<file path="src/rtl/core/mbps_pkg.sv">
// Shared types and constants for the masked byte pattern search core.
`default_nettype none
package mbps_pkg;

  localparam int PAT_MAX   = 32;
  localparam int PAT_IDX_W = $clog2(PAT_MAX);
  localparam int LEN_W     = PAT_IDX_W + 1;
  localparam int POS_W     = 32;
  localparam int OCC_W     = 16;
  localparam int S_DATA_W  = 24;
  localparam int M_DATA_W  = 32;
  localparam int APB_AW    = 4;
  localparam int APB_DW    = 32;

  localparam logic OP_LOAD = 1'b0;
  localparam logic OP_DATA = 1'b1;

  localparam logic STATUS_FOUND     = 1'b0;
  localparam logic STATUS_NOT_FOUND = 1'b1;

  localparam logic [1:0] REG_PATTERN_LENGTH = 2'd0;
  localparam logic [1:0] REG_MATCH_OFFSET   = 2'd1;
  localparam logic [1:0] REG_OCCURRENCE     = 2'd2;

  typedef struct packed {
    logic [LEN_W-1:0] pattern_length;
    logic [LEN_W-1:0] match_offset;
    logic [OCC_W-1:0] occurrence;
  } cfg_t;

  typedef struct packed {
    logic                 op;
    logic [PAT_IDX_W-1:0] pattern_index;
    logic [7:0]           pattern_value;
    logic                 pattern_care;
    logic [7:0]           data_byte;
    logic                 last;
  } item_t;

  typedef struct packed {
    logic  go;
    item_t item;
  } match_ctl_t;

endpackage
`default_nettype wire

</file>
<file path="src/rtl/core/mbps_cfg_regs.sv">
// Configuration register bank with its APB-style access port.
`default_nettype none
module mbps_cfg_regs
  import mbps_pkg::*;
(
  input  wire logic              clk,
  input  wire logic              rst,
  input  wire logic              psel,
  input  wire logic              penable,
  input  wire logic              pwrite,
  input  wire logic [APB_AW-1:0] paddr,
  input  wire logic [APB_DW-1:0] pwdata,
  output logic      [APB_DW-1:0] prdata,
  output logic                   pready,
  output cfg_t                   cfg
);

  logic       wr_en;
  logic [1:0] reg_sel;

  assign pready  = 1'b1;
  assign wr_en   = psel && penable && pwrite && pready;
  assign reg_sel = paddr[3:2];

  always_ff @(posedge clk) begin
    if (rst) begin
      cfg.pattern_length <= '0;
      cfg.match_offset   <= '0;
      cfg.occurrence     <= OCC_W'(1);
    end else if (wr_en) begin
      unique case (reg_sel)
        REG_PATTERN_LENGTH: cfg.pattern_length <= pwdata[LEN_W-1:0];
        REG_MATCH_OFFSET:   cfg.match_offset   <= pwdata[LEN_W-1:0];
        REG_OCCURRENCE:     cfg.occurrence     <= pwdata[OCC_W-1:0];
        default: ;
      endcase
    end
  end

  always_comb begin
    unique case (reg_sel)
      REG_PATTERN_LENGTH: prdata = APB_DW'(cfg.pattern_length);
      REG_MATCH_OFFSET:   prdata = APB_DW'(cfg.match_offset);
      REG_OCCURRENCE:     prdata = APB_DW'(cfg.occurrence);
      default:            prdata = '0;
    endcase
  end

endmodule
`default_nettype wire

</file>
<file path="src/rtl/core/mbps_match_unit.sv">
// Pattern store, byte window and parallel masked compare of all entries.
`default_nettype none
module mbps_match_unit
  import mbps_pkg::*;
(
  input  wire logic             clk,
  input  wire match_ctl_t       ctl,
  input  wire logic [LEN_W-1:0] len,
  output logic                  hit
);

  logic [7:0]         win      [PAT_MAX];
  logic [7:0]         win_next [PAT_MAX];
  logic [7:0]         pat_val  [PAT_MAX];
  logic [PAT_MAX-1:0] pat_care;
  logic [PAT_MAX-1:0] ok;

  always_comb begin
    win_next[0] = ctl.item.data_byte;
    for (int k = 1; k < PAT_MAX; k++) begin
      win_next[k] = win[k-1];
    end
  end

  // Entry j lines up with the byte that arrived len-1-j bytes ago.
  always_comb begin
    for (int j = 0; j < PAT_MAX; j++) begin
      logic [PAT_IDX_W-1:0] tap;
      tap   = PAT_IDX_W'(len - LEN_W'(1) - LEN_W'(j));
      ok[j] = (LEN_W'(j) >= len) || !pat_care[j] || (pat_val[j] == win_next[tap]);
    end
  end

  assign hit = &ok;

  always_ff @(posedge clk) begin
    if (ctl.go && ctl.item.op == OP_DATA) begin
      for (int k = 0; k < PAT_MAX; k++) begin
        win[k] <= win_next[k];
      end
    end
    if (ctl.go && ctl.item.op == OP_LOAD) begin
      pat_val[ctl.item.pattern_index]  <= ctl.item.pattern_value;
      pat_care[ctl.item.pattern_index] <= ctl.item.pattern_care;
    end
  end

endmodule
`default_nettype wire

</file>
<file path="src/rtl/core/masked_byte_pattern_search_core.sv">
// Top level of the masked byte pattern search core: item staging, counters and result.
//
//  Channel  Direction  Handshake          Contents
//  s_*      in         tvalid/tready      one item: pattern entry load or data byte
//  m_*      out        tvalid/tready      one result: found position or not found
//  apb      in/out     psel/penable       pattern_length, match_offset, occurrence
//
// An item is registered on acceptance and processed once the output register is
// free or being read; its result is then registered in the output register.
// One item is accepted per cycle while the output side takes results; the output
// register is the only point of backpressure. Reset clears the counters, the item
// stage and the result valid, and sets the registers (occurrence to one, the others
// to zero); the pattern store is undefined until loaded.
`default_nettype none
module masked_byte_pattern_search_core
  import mbps_pkg::*;
(
  input  wire logic                clk,
  input  wire logic                rst,
  input  wire logic                s_tvalid,
  output logic                     s_tready,
  // [4:0] pattern_index, [12:5] pattern_value, [13] pattern_care, [21:14] data_byte
  input  wire logic [S_DATA_W-1:0] s_tdata,
  // [0] op
  input  wire logic                s_tuser,
  input  wire logic                s_tlast,
  output logic                     m_tvalid,
  input  wire logic                m_tready,
  // [31:0] match_position
  output logic      [M_DATA_W-1:0] m_tdata,
  // [0] status
  output logic                     m_tuser,
  input  wire logic                psel,
  input  wire logic                penable,
  input  wire logic                pwrite,
  input  wire logic [APB_AW-1:0]   paddr,
  input  wire logic [APB_DW-1:0]   pwdata,
  output logic      [APB_DW-1:0]   prdata,
  output logic                     pready
);

  cfg_t             cfg;
  item_t            item;
  logic             item_valid;
  logic             go;
  logic             hit;
  match_ctl_t       ctl;
  logic [LEN_W-1:0] len;

  logic [POS_W-1:0] bytes_seen;
  logic [POS_W-1:0] bytes_seen_next;
  logic [OCC_W-1:0] matches_found;
  logic [OCC_W-1:0] matches_found_next;
  logic             region_done;
  logic             hit_ok;
  logic             found;
  logic             emit;
  logic [POS_W:0]   pos_sum;
  logic [POS_W-1:0] pos;
  logic             is_data;

  mbps_cfg_regs u_cfg_regs (
    .clk     (clk),
    .rst     (rst),
    .psel    (psel),
    .penable (penable),
    .pwrite  (pwrite),
    .paddr   (paddr),
    .pwdata  (pwdata),
    .prdata  (prdata),
    .pready  (pready),
    .cfg     (cfg)
  );

  assign go       = item_valid && (!m_tvalid || m_tready);
  assign s_tready = !item_valid || go;

  always_ff @(posedge clk) begin
    if (rst) begin
      item_valid <= 1'b0;
    end else if (s_tready) begin
      item_valid <= s_tvalid;
    end
  end

  always_ff @(posedge clk) begin
    if (s_tvalid && s_tready) begin
      item.op            <= s_tuser;
      item.pattern_index <= s_tdata[4:0];
      item.pattern_value <= s_tdata[12:5];
      item.pattern_care  <= s_tdata[13];
      item.data_byte     <= s_tdata[21:14];
      item.last          <= s_tlast;
    end
  end

  assign len = (cfg.pattern_length > LEN_W'(PAT_MAX)) ? LEN_W'(PAT_MAX)
                                                      : cfg.pattern_length;

  assign ctl.go   = go;
  assign ctl.item = item;

  mbps_match_unit u_match_unit (
    .clk (clk),
    .ctl (ctl),
    .len (len),
    .hit (hit)
  );

  assign is_data         = go && (item.op == OP_DATA);
  assign bytes_seen_next = (&bytes_seen) ? bytes_seen : bytes_seen + POS_W'(1);

  assign hit_ok = !region_done && (len != '0) && (cfg.occurrence != '0)
                  && (bytes_seen_next >= POS_W'(len)) && hit;

  assign matches_found_next = (hit_ok && !(&matches_found)) ? matches_found + OCC_W'(1)
                                                            : matches_found;

  assign found   = hit_ok && (matches_found_next == cfg.occurrence);
  assign emit    = found || (item.last && !region_done);
  assign pos_sum = {1'b0, bytes_seen_next} - (POS_W+1)'(len) + (POS_W+1)'(cfg.match_offset);
  assign pos     = pos_sum[POS_W] ? '1 : pos_sum[POS_W-1:0];

  always_ff @(posedge clk) begin
    if (rst) begin
      bytes_seen    <= '0;
      matches_found <= '0;
      region_done   <= 1'b0;
    end else if (is_data) begin
      if (item.last) begin
        bytes_seen    <= '0;
        matches_found <= '0;
        region_done   <= 1'b0;
      end else begin
        bytes_seen    <= bytes_seen_next;
        matches_found <= matches_found_next;
        region_done   <= region_done || found;
      end
    end
  end

  always_ff @(posedge clk) begin
    if (rst) begin
      m_tvalid <= 1'b0;
    end else if (is_data && emit) begin
      m_tvalid <= 1'b1;
    end else if (m_tready) begin
      m_tvalid <= 1'b0;
    end
  end

  always_ff @(posedge clk) begin
    if (is_data && emit) begin
      m_tuser <= found ? STATUS_FOUND : STATUS_NOT_FOUND;
      m_tdata <= found ? M_DATA_W'(pos) : '0;
    end
  end

  a_not_found_zero: assert property (@(posedge clk) disable iff (rst)
    m_tvalid && (m_tuser == STATUS_NOT_FOUND) |-> m_tdata == '0)
    else $error("not-found result carries a non-zero position");

  a_region_clear: assert property (@(posedge clk) disable iff (rst)
    is_data && item.last |=> !region_done && bytes_seen == '0 && matches_found == '0)
    else $error("region state not cleared after the last byte");

  a_found_done: assert property (@(posedge clk) disable iff (rst)
    is_data && found && !item.last |=> region_done)
    else $error("region not marked done after a reported match");

  a_emit_valid: assert property (@(posedge clk) disable iff (rst)
    is_data && emit |=> m_tvalid)
    else $error("result lost on the output register");

  a_no_hit_after_done: assert property (@(posedge clk) disable iff (rst)
    region_done |-> !found)
    else $error("second match reported in one region");

endmodule
`default_nettype wire

</file>
<file path="config.mk">
export PLATFORM = sky130hd
export DESIGN_NAME = masked_byte_pattern_search_core
export DESIGN_NICKNAME = d
export VERILOG_FILES = /design/src/rtl/core/mbps_pkg.sv /design/src/rtl/core/mbps_cfg_regs.sv /design/src/rtl/core/mbps_match_unit.sv /design/src/rtl/core/masked_byte_pattern_search_core.sv
export SDC_FILE = /design/constraint.sdc
export NUM_CORES = 2
export LEC_CHECK = 0
export ABC_CLOCK_PERIOD_IN_PS = 13800
export BUFFER_PORTS_ARGS = -buffer_cell sky130_fd_sc_hd__buf_4
export CORE_MARGIN = 2
export CORE_UTILIZATION = 57
export DETAILED_ROUTE_END_ITERATION = 10
export PLACE_DENSITY_LB_ADDON = 0.08
export SYNTH_ARGS = -nofsm -noshare
export SYNTH_HDL_FRONTEND = slang
export SYNTH_SLANG_ARGS = --single-unit
export TNS_END_PERCENT = 10
</file>
<file path="constraint.sdc">
create_clock -name clk -period 13.8 [get_ports clk]
set_input_delay 0 -clock clk [delete_from_list [all_inputs] [get_ports clk]]
set_output_delay 0 -clock clk [all_outputs]
set_load 0.005 [all_outputs]
</file>
After elaboration in Yosys (flattened, before gate mapping) --
Memory sizes are Yosys's and may differ from the RTL's. Cells that the tools add are included. Widths: inputs -> output; s select.
Word-level totals: flip-flop bits (word level) 168, input bits 69, RAM bits 512, memories 2, output and inout port bits 68, word-level logic and storage cells 434
Memories:
- u_match_unit.pat_val | depth 32, width 8, read ports 32, clocked after memory_dff 0, wr ports 1, RTL line mbps_match_unit.sv:14 | logic [7:0] pat_val [PAT_MAX];
- u_match_unit.win | depth 32, width 8, read ports 31, clocked after memory_dff 0, wr ports 32, RTL line mbps_match_unit.sv:12 | logic [7:0] win [PAT_MAX];
Cells by class: $lt $le $gt $ge 68, add/sub/neg operators 36, reduce and logical (&&, ||, !) cells 129, eq/ne operators 35, muxes and demuxes 114, bitwise operators 33
Operators by type and width (count):
- $bmux 8 s5 | 32
- $mux 8 | 64
- $eq 8x8->1 | 32
- $ge 6x6->1 const B | 32
- $not 5->6 | 32
- $ge 5x6->1 const A | 16
- $mux 32 | 3
- $sub 5x5->5 const B | 16
- $logic_or 1x1->1 | 68
- $reduce_and 32->1 | 2
- $ge 4x6->1 const A | 8
- $pmux 16 s3 | 1
- $sub 5x4->5 const B | 8
- $logic_not 1->1 | 36
- $add 33x6->33 | 1
- $sub 32x6->33 | 1
- $add 32x1->32 const B | 1
- $bwmux 32 | 1
- $ge 32x6->1 | 1
- $mux 16 | 2
- $ge 3x6->1 const A | 4
- $sub 5x3->5 const B | 4
- $add 16x1->16 const B | 1
- $eq 16x16->1 | 1
- other kinds (20) | 48

Logic depth before layout (Yosys ltp) --
depth in word-level cells 19, gate-level depth with buffers 35, mapped depth without buffers 28

Cells and area by module --
A second synthesis with hierarchy kept.
Second synthesis, totals: cells, all modules 4521, area total of the unflattened synthesis 48163.7 µm²
By module, submodules not included:
- mbps_match_unit | times used 1, cells an instance 3452, sequential area each 16095.4 µm², area each 38485.7 µm²
- masked_byte_pattern_search_core | times used 1, cells an instance 906, sequential area each 2732.6 µm², area each 8144.1 µm²
- mbps_cfg_regs | times used 1, cells an instance 163, sequential area each 560.5 µm², area each 1534.0 µm²

Worst setup path after synthesis --
No wires, ideal clock.
path type reg-to-reg, from register, netlist name u_cfg_regs.cfg[22], to register m_tdata[0] (enable), arrival 7805 ps, stages on the path, launching flop included 33, required time 13409 ps, path buffers 14, period minus slack after synthesis 8196 ps, setup slack 5604 ps, setup time 391 ps, path through dfxtp_1 -> buf_2 -> nand2b_1 -> buf_6 -> inv_8 -> buf_12 -> buf_6 -> buf_6 -> buf_4 -> buf_6 -> buf_1 -> ha_1 -> buf_2 -> buf_1 -> clkbuf_1 -> clkbuf_1 -> mux4_2 -> mux2i_1 -> mux2i_1 -> xor2_1 -> nor4_1 -> nand3_1 -> o41a_1 -> nor4_1 -> nand4_1 -> nor4_4 -> clkbuf_1 -> buf_2 -> nand4_1 -> nor4_1 -> nor4b_2 -> nand4_1 -> nand2_1
Between the ends: cells in the longest elaborated chain, start to end 18, elaborated cells on any way between the ends 303, those cells by class add/sub: 32; order compare: 34; eq/ne: 33; mux: 98; bitwise: 32; reduce/logical: 74
Ends and longest elaborated chain:
- $gt 6x6->1 | RTL line masked_byte_pattern_search_core.sv:97 | assign len = (cfg.pattern_length > LEN_W'(PAT_MAX)) ? LEN_W'(PAT_MAX)
- $mux 6 * | RTL line masked_byte_pattern_search_core.sv:97
- $sub 5x1->5 | RTL line mbps_match_unit.sv:29 | tap = PAT_IDX_W'(len - LEN_W'(1) - LEN_W'(j));
- $sub 5x1->5 (tied with other cells) | RTL line mbps_match_unit.sv:29
- $not 5->6 (implied by the code) | RTL line mbps_match_unit.sv:30 | ok[j] = (LEN_W'(j) >= len) || !pat_care[j] || (pat_val[j] == win_next[tap]);
- $bmux 8 s5 | RTL line mbps_match_unit.sv:30
- $mux 8 (implied by the code) (2 in a row) | RTL line mbps_match_unit.sv:30
- $eq 8x8->1 | RTL line mbps_match_unit.sv:30
- $logic_or 1x1->1 | RTL line mbps_match_unit.sv:30
- $reduce_and 32->1 | RTL line mbps_match_unit.sv:34 | assign hit = &ok;
- $logic_and 1x1->1 * | RTL line masked_byte_pattern_search_core.sv:114 | && (bytes_seen_next >= POS_W'(len)) && hit;
- $logic_and 1x1->1 | RTL line masked_byte_pattern_search_core.sv:116 | assign matches_found_next = (hit_ok && !(&matches_found)) ? matches_found + OCC_W'(1)
- $mux 16 | RTL line masked_byte_pattern_search_core.sv:116
- $eq 16x16->1 | RTL line masked_byte_pattern_search_core.sv:119 | assign found = hit_ok && (matches_found_next == cfg.occurrence);
- $logic_and 1x1->1 * | RTL line masked_byte_pattern_search_core.sv:119
- $logic_or 1x1->1 * | RTL line masked_byte_pattern_search_core.sv:120 | assign emit = found || (item.last && !region_done);
- $logic_and 1x1->1 * | RTL line masked_byte_pattern_search_core.sv:153 | if (is_data && emit) begin
- end signal: assignment | RTL line masked_byte_pattern_search_core.sv:155 | m_tdata <= found ? M_DATA_W'(pos) : '0;
- end: declaration | RTL line masked_byte_pattern_search_core.sv:30 | output logic [M_DATA_W-1:0] m_tdata,
Mark *: on every way between the ends. The rest lies on a longest branch, timed or not. The select of a mux whose other input is x is not followed. A chain may end at the register's enable or synchronous reset.

Worst setup path in the final report --
from register, netlist name u_cfg_regs.cfg[27], to register m_tdata[16] (enable)
Between the ends: cells in the longest elaborated chain, start to end 18, elaborated cells on any way between the ends 303, those cells by class add/sub: 32; order compare: 34; eq/ne: 33; mux: 98; bitwise: 32; reduce/logical: 74
Ends and longest elaborated chain (RTL line):
- $gt 6x6->1 | masked_byte_pattern_search_core.sv:97
- $mux 6 * | masked_byte_pattern_search_core.sv:97
- $sub 5x1->5 | mbps_match_unit.sv:29
- $sub 5x1->5 (tied with other cells) | mbps_match_unit.sv:29
- $not 5->6 (implied by the code) | mbps_match_unit.sv:30
- $bmux 8 s5 | mbps_match_unit.sv:30
- $mux 8 (implied by the code) (2 in a row) | mbps_match_unit.sv:30
- $eq 8x8->1 | mbps_match_unit.sv:30
- $logic_or 1x1->1 | mbps_match_unit.sv:30
- $reduce_and 32->1 | mbps_match_unit.sv:34
- $logic_and 1x1->1 * | masked_byte_pattern_search_core.sv:114
- $logic_and 1x1->1 | masked_byte_pattern_search_core.sv:116
- $mux 16 | masked_byte_pattern_search_core.sv:116
- $eq 16x16->1 | masked_byte_pattern_search_core.sv:119
- $logic_and 1x1->1 * | masked_byte_pattern_search_core.sv:119
- $logic_or 1x1->1 * | masked_byte_pattern_search_core.sv:120
- $logic_and 1x1->1 * | masked_byte_pattern_search_core.sv:153
Marks and branches as above.

==> flow_metrics.env <==
export IMPL_status="complete, no violations"
export IMPL_clkPwrFrac=0.415
export IMPL_async_reset_ff_frac=0
export IMPL_fin_nets=4389
export IMPL_finalSetupTns_ns=0
export IMPL_whs_ns=0.0363
export IMPL_cts_sinks=672
export IMPL_whs_path_depth=2
export IMPL_cap_violations=0
export IMPL_drt_iter0_drc=5744
export IMPL_slew_viol_final=0
export IMPL_nFillCells=6812
export IMPL_internal_power_w=0.00383
export IMPL_power_net_switching_w=0.00148
export IMPL_worst_setup_path_type="flip-flop to flip-flop"
export IMPL_rsz0062_at_grt="false"
export IMPL_syn_cell_area_um2=48600
export IMPL_layout_cells_non_filler=5468
export IMPL_grt_overflow=0
export IMPL_io_buffers=99
export IMPL_ys_seq_area_frac=0.399
export IMPL_detail_route_antenna_nets=0
export IMPL_rows=107
export IMPL_finalCritPeriodShare=0.771
export IMPL_clk_pin_slew_ns=0.06
export IMPL_start_util=0.573
export IMPL_ys_warn_count=0
export IMPL_insertion_delay_ns=0.68
export IMPL_wl_per_cell_um=31.9
export IMPL_synth_area_leaders="edfxtp_1, mux2i_1, mux4_2, xnor2_1, xor2_1"
export IMPL_relSlewSlack=0.0566
export IMPL_htreeDepth=3
export IMPL_p_leak_nw=19.3
export IMPL_finalCriticalPeriod_ns=10.64
export IMPL_critical_path_startpoint_type="flip-flop"
export IMPL_via_count=39000
export IMPL_holdPathEnd="ctl[17]"
export IMPL_layout_area_overhead_vs_synth_pct=10.2
export IMPL_cts_root_buf="clkbuf_16"
export IMPL_synth_cells=4169
export IMPL_synth_main_ff_cell="edfxtp_1"
export IMPL_synth_top_area_cell="edfxtp_1"
export IMPL_dp_hpwl_um=123000
export IMPL_sw_frac_of_total=0.279
export IMPL_worst_slew_pin_slew_ns=1.41
export IMPL_grt_usage=0.394
export IMPL_syn_mean_instance_area_um2=11.7
export IMPL_globalplace_congestion=1.00
export IMPL_power_frac_comb=0.157
export IMPL_cp_arrival_ns=10.95
export IMPL_yosys_area_share_xor_xnor=0.0742
export IMPL_clockBufferDepth=3
export IMPL_post_cts_buffers=0
export IMPL_synth_simple_gate_area_frac=0.101
export IMPL_die_w_um=296
export IMPL_synth_edf_count=593
export IMPL_reg2reg_from="u_cfg_regs.cfg[27]"
export IMPL_synth_top_family_by_area="multiplexers"
export IMPL_antenna_found_initial=6
export IMPL_grt_pass1_wl_um=248000
export IMPL_crit_fanout=46
export IMPL_first_pass_iters=7
export IMPL_power_frac_seq=0.428
export IMPL_synth_compound_area_share=0.114
export IMPL_yosys_register_bits=672
export IMPL_dp_slack_ns=3.61
export IMPL_io_pins=137
export IMPL_fmax_mhz=94.0
export IMPL_die_area_um2=87700
export IMPL_die_h_um=296
export IMPL_synth_cell_types=99
export IMPL_drive_above_1_share=0.155
export IMPL_fin_skew_ns=0.0335
export IMPL_synth_top_area_share=0.366
export IMPL_drc=0
export IMPL_reg2reg_setup_slack_ns=3.16
export IMPL_wirelength_um=175000
export IMPL_finalHoldViolations=0
export IMPL_fin_ws_ns=3.16
export IMPL_r2r_end="m_tdata[16]"
export IMPL_cts_tree="yes"
export IMPL_power_density_nw_per_um2=99.2
export IMPL_hold_path_class="input pin to flip-flop"
export IMPL_synthAdderAreaFrac=0.0184
export IMPL_setup_viol=0
export IMPL_place_inst=5237
export IMPL_core_area_um2=84900
export IMPL_first_global_vias=35300
export IMPL_grt_max_degree=96
export IMPL_cts_buffers=81
export IMPL_min_from="s_tdata[12]"
export IMPL_viasPerCell=7.13
export IMPL_worst_r2r_cell_count=23
export IMPL_peakVddDrop_mv=0.0983
export IMPL_muxShareOfSynthArea=0.256
export IMPL_endpoint_kind="flip-flop"
export IMPL_cp_data_required_time_ns=14.11
==> how the worst max path moves through the flow <==
| stage | from | slack (ns) | to |
|---|---|---|---|
| final | u_cfg_regs.cfg[27] | 3.16 | m_tdata[16] |
| after global routing | u_cfg_regs.cfg[27] | 2.80 | m_tdata[13] |
| after CTS | u_cfg_regs.cfg[27] | 3.59 | m_tdata[16] |
| after detailed placement | u_cfg_regs.cfg[27] | 3.61 | m_tdata[13] |
| after global placement | u_cfg_regs.cfg[27] | 3.65 | m_tdata[14] |
| after floorplan | u_cfg_regs.cfg[22] | 5.60 | m_tdata[0] |
==> registers in the layout, indices dropped and copies added (netlist names) <==
name                   cells
region_done                1
m_tdata                   32
u_match_unit.pat_val     256
m_tuser                    1
u_match_unit.win         248
u_match_unit.pat_care     32
ctl                       24
matches_found             16
item_valid                 1
bytes_seen                32
u_cfg_regs.cfg            28
m_tvalid                   1
==> metrics by stage <==
step                utilization  power (W)  area (µm²)
floorplan                     -    0.00285       48700
detailed placement        0.591    0.00311       50200
global placement          0.591    0.00310       50200
CTS                       0.631    0.00529       53600
global route              0.631    0.00543       53600
finish                    0.631    0.00532       53600
==> cell type report <==
cell class | instances | area, µm² | area share
Clock inverter | 42 | 398 | 0.00743
Clock buffer | 108 | 2250 | 0.0421
Multi-Input combinational cell | 3153 | 27600 | 0.515
Antenna cell | 5 | 12.5 | 0.000233
Inverter | 82 | 328 | 0.00612
Tap cell | 1144 | 1430 | 0.0267
Timing Repair Buffer | 262 | 2170 | 0.0405
Sequential cell | 672 | 19400 | 0.362
==> timing repair <==
action / 4_1_cts / 5_1_grt
hold buffers: 76 / 0
hold endpoints to repair: 100 / 0
resized for setup: 0 / 0
==> layout by cell type, fill, tap and decap left out, types with 61 or more instances in the layout <==
cell / n
o21ai_0: 139
xor2_1: 182
and3_1: 81
nand2_1: 208
mux2i_1: 605
nand3_1: 131
mux4_2: 269
edfxtp_1: 593
xnor2_1: 210
inv_1: 73
dfxtp_1: 78
buf_4: 185
nor2_1: 193
ha_1: 61
clkbuf_16: 86
dlygate4sd3_1: 76
nor3_1: 74
a21oi_1: 157
==> synth_stat cells, types with 10 or more instances <==
cell	number
and4_1	14
edfxtp_1	593
a21oi_1	158
xor2_1	183
nor3_1	75
a221oi_1	20
nor2_1	196
buf_1	39
o221ai_1	11
a21o_1	23
a21boi_0	10
mux4_2	269
mux2_2	28
nor4_1	42
and3_1	81
buf_6	15
inv_1	73
mux2i_1	607
nand2_1	209
nand2b_1	18
o22a_1	31
buf_2	68
o2111ai_1	24
o211ai_1	56
buf_4	42
nor2b_1	25
o22ai_1	21
a2bb2oi_1	29
a211oi_1	40
clkbuf_1	104
or3_1	24
a31oi_1	25
nand4_1	60
and2_1	27
or4_1	13
o21ai_0	139
ha_1	62
a22oi_1	58
o21a_1	49
dfxtp_1	79
nand3_1	132
xnor2_1	216
==> cell families (layout without fill, tap and decap cells) <==
kind of cell / Yosys count / after routing
buffers and inverters: 359 / 494
xor gates and xnor gates: 404 / 404
adders and majority gates: 68 / 68
DFF: 672 / 672
and+or+nand+nor: 958 / 958
other: 2 / 22
AOI/OAI and AO/OA: 801 / 801
muxes: 905 / 905
==> critical path, cell delays in order, from the launching register on <==
cell	delay [ns]
dfxtp_1	0.37
buf_4	0.49
nand2b_4	0.78
inv_8	0.31
ha_4	0.80
buf_4	0.77
nand2_1	0.12
o21ai_0	0.30
a21o_1	0.21
buf_4	0.33
nand2_1	0.54
mux2i_1	0.51
xor2_1	0.12
o41ai_1	0.60
a21oi_1	0.19
a2111oi_2	0.42
nand4_2	0.50
nor3_1	0.64
and3_1	0.31
xnor2_1	0.11
a2111oi_0	0.56
nand4_1	0.44
nand2_1	0.19
buf_4	0.39
==> metal layers <==
metal | share of wire | up-vias | global-route usage
li1 | - | 16500 | -
met1 | 0.38 | 19400 | 0.548
met2 | 0.41 | 2683 | 0.549
met3 | 0.14 | 432 | 0.111
met4 | 0.068 | 2 | 0.234
met5 | 0.000074 | - | 0
==> power groups by stage <==
stage                     Sequential, W  Combinational (W)  Clock (W)
final                           0.00227           0.000837    0.00221
after detailed placement        0.00232           0.000793          0
after global routing            0.00228           0.000873    0.00228
after global placement          0.00231           0.000786          0
after floorplan                 0.00231           0.000539          0
after CTS                       0.00227           0.000810    0.00221
(Power assumes the default switching activity.)
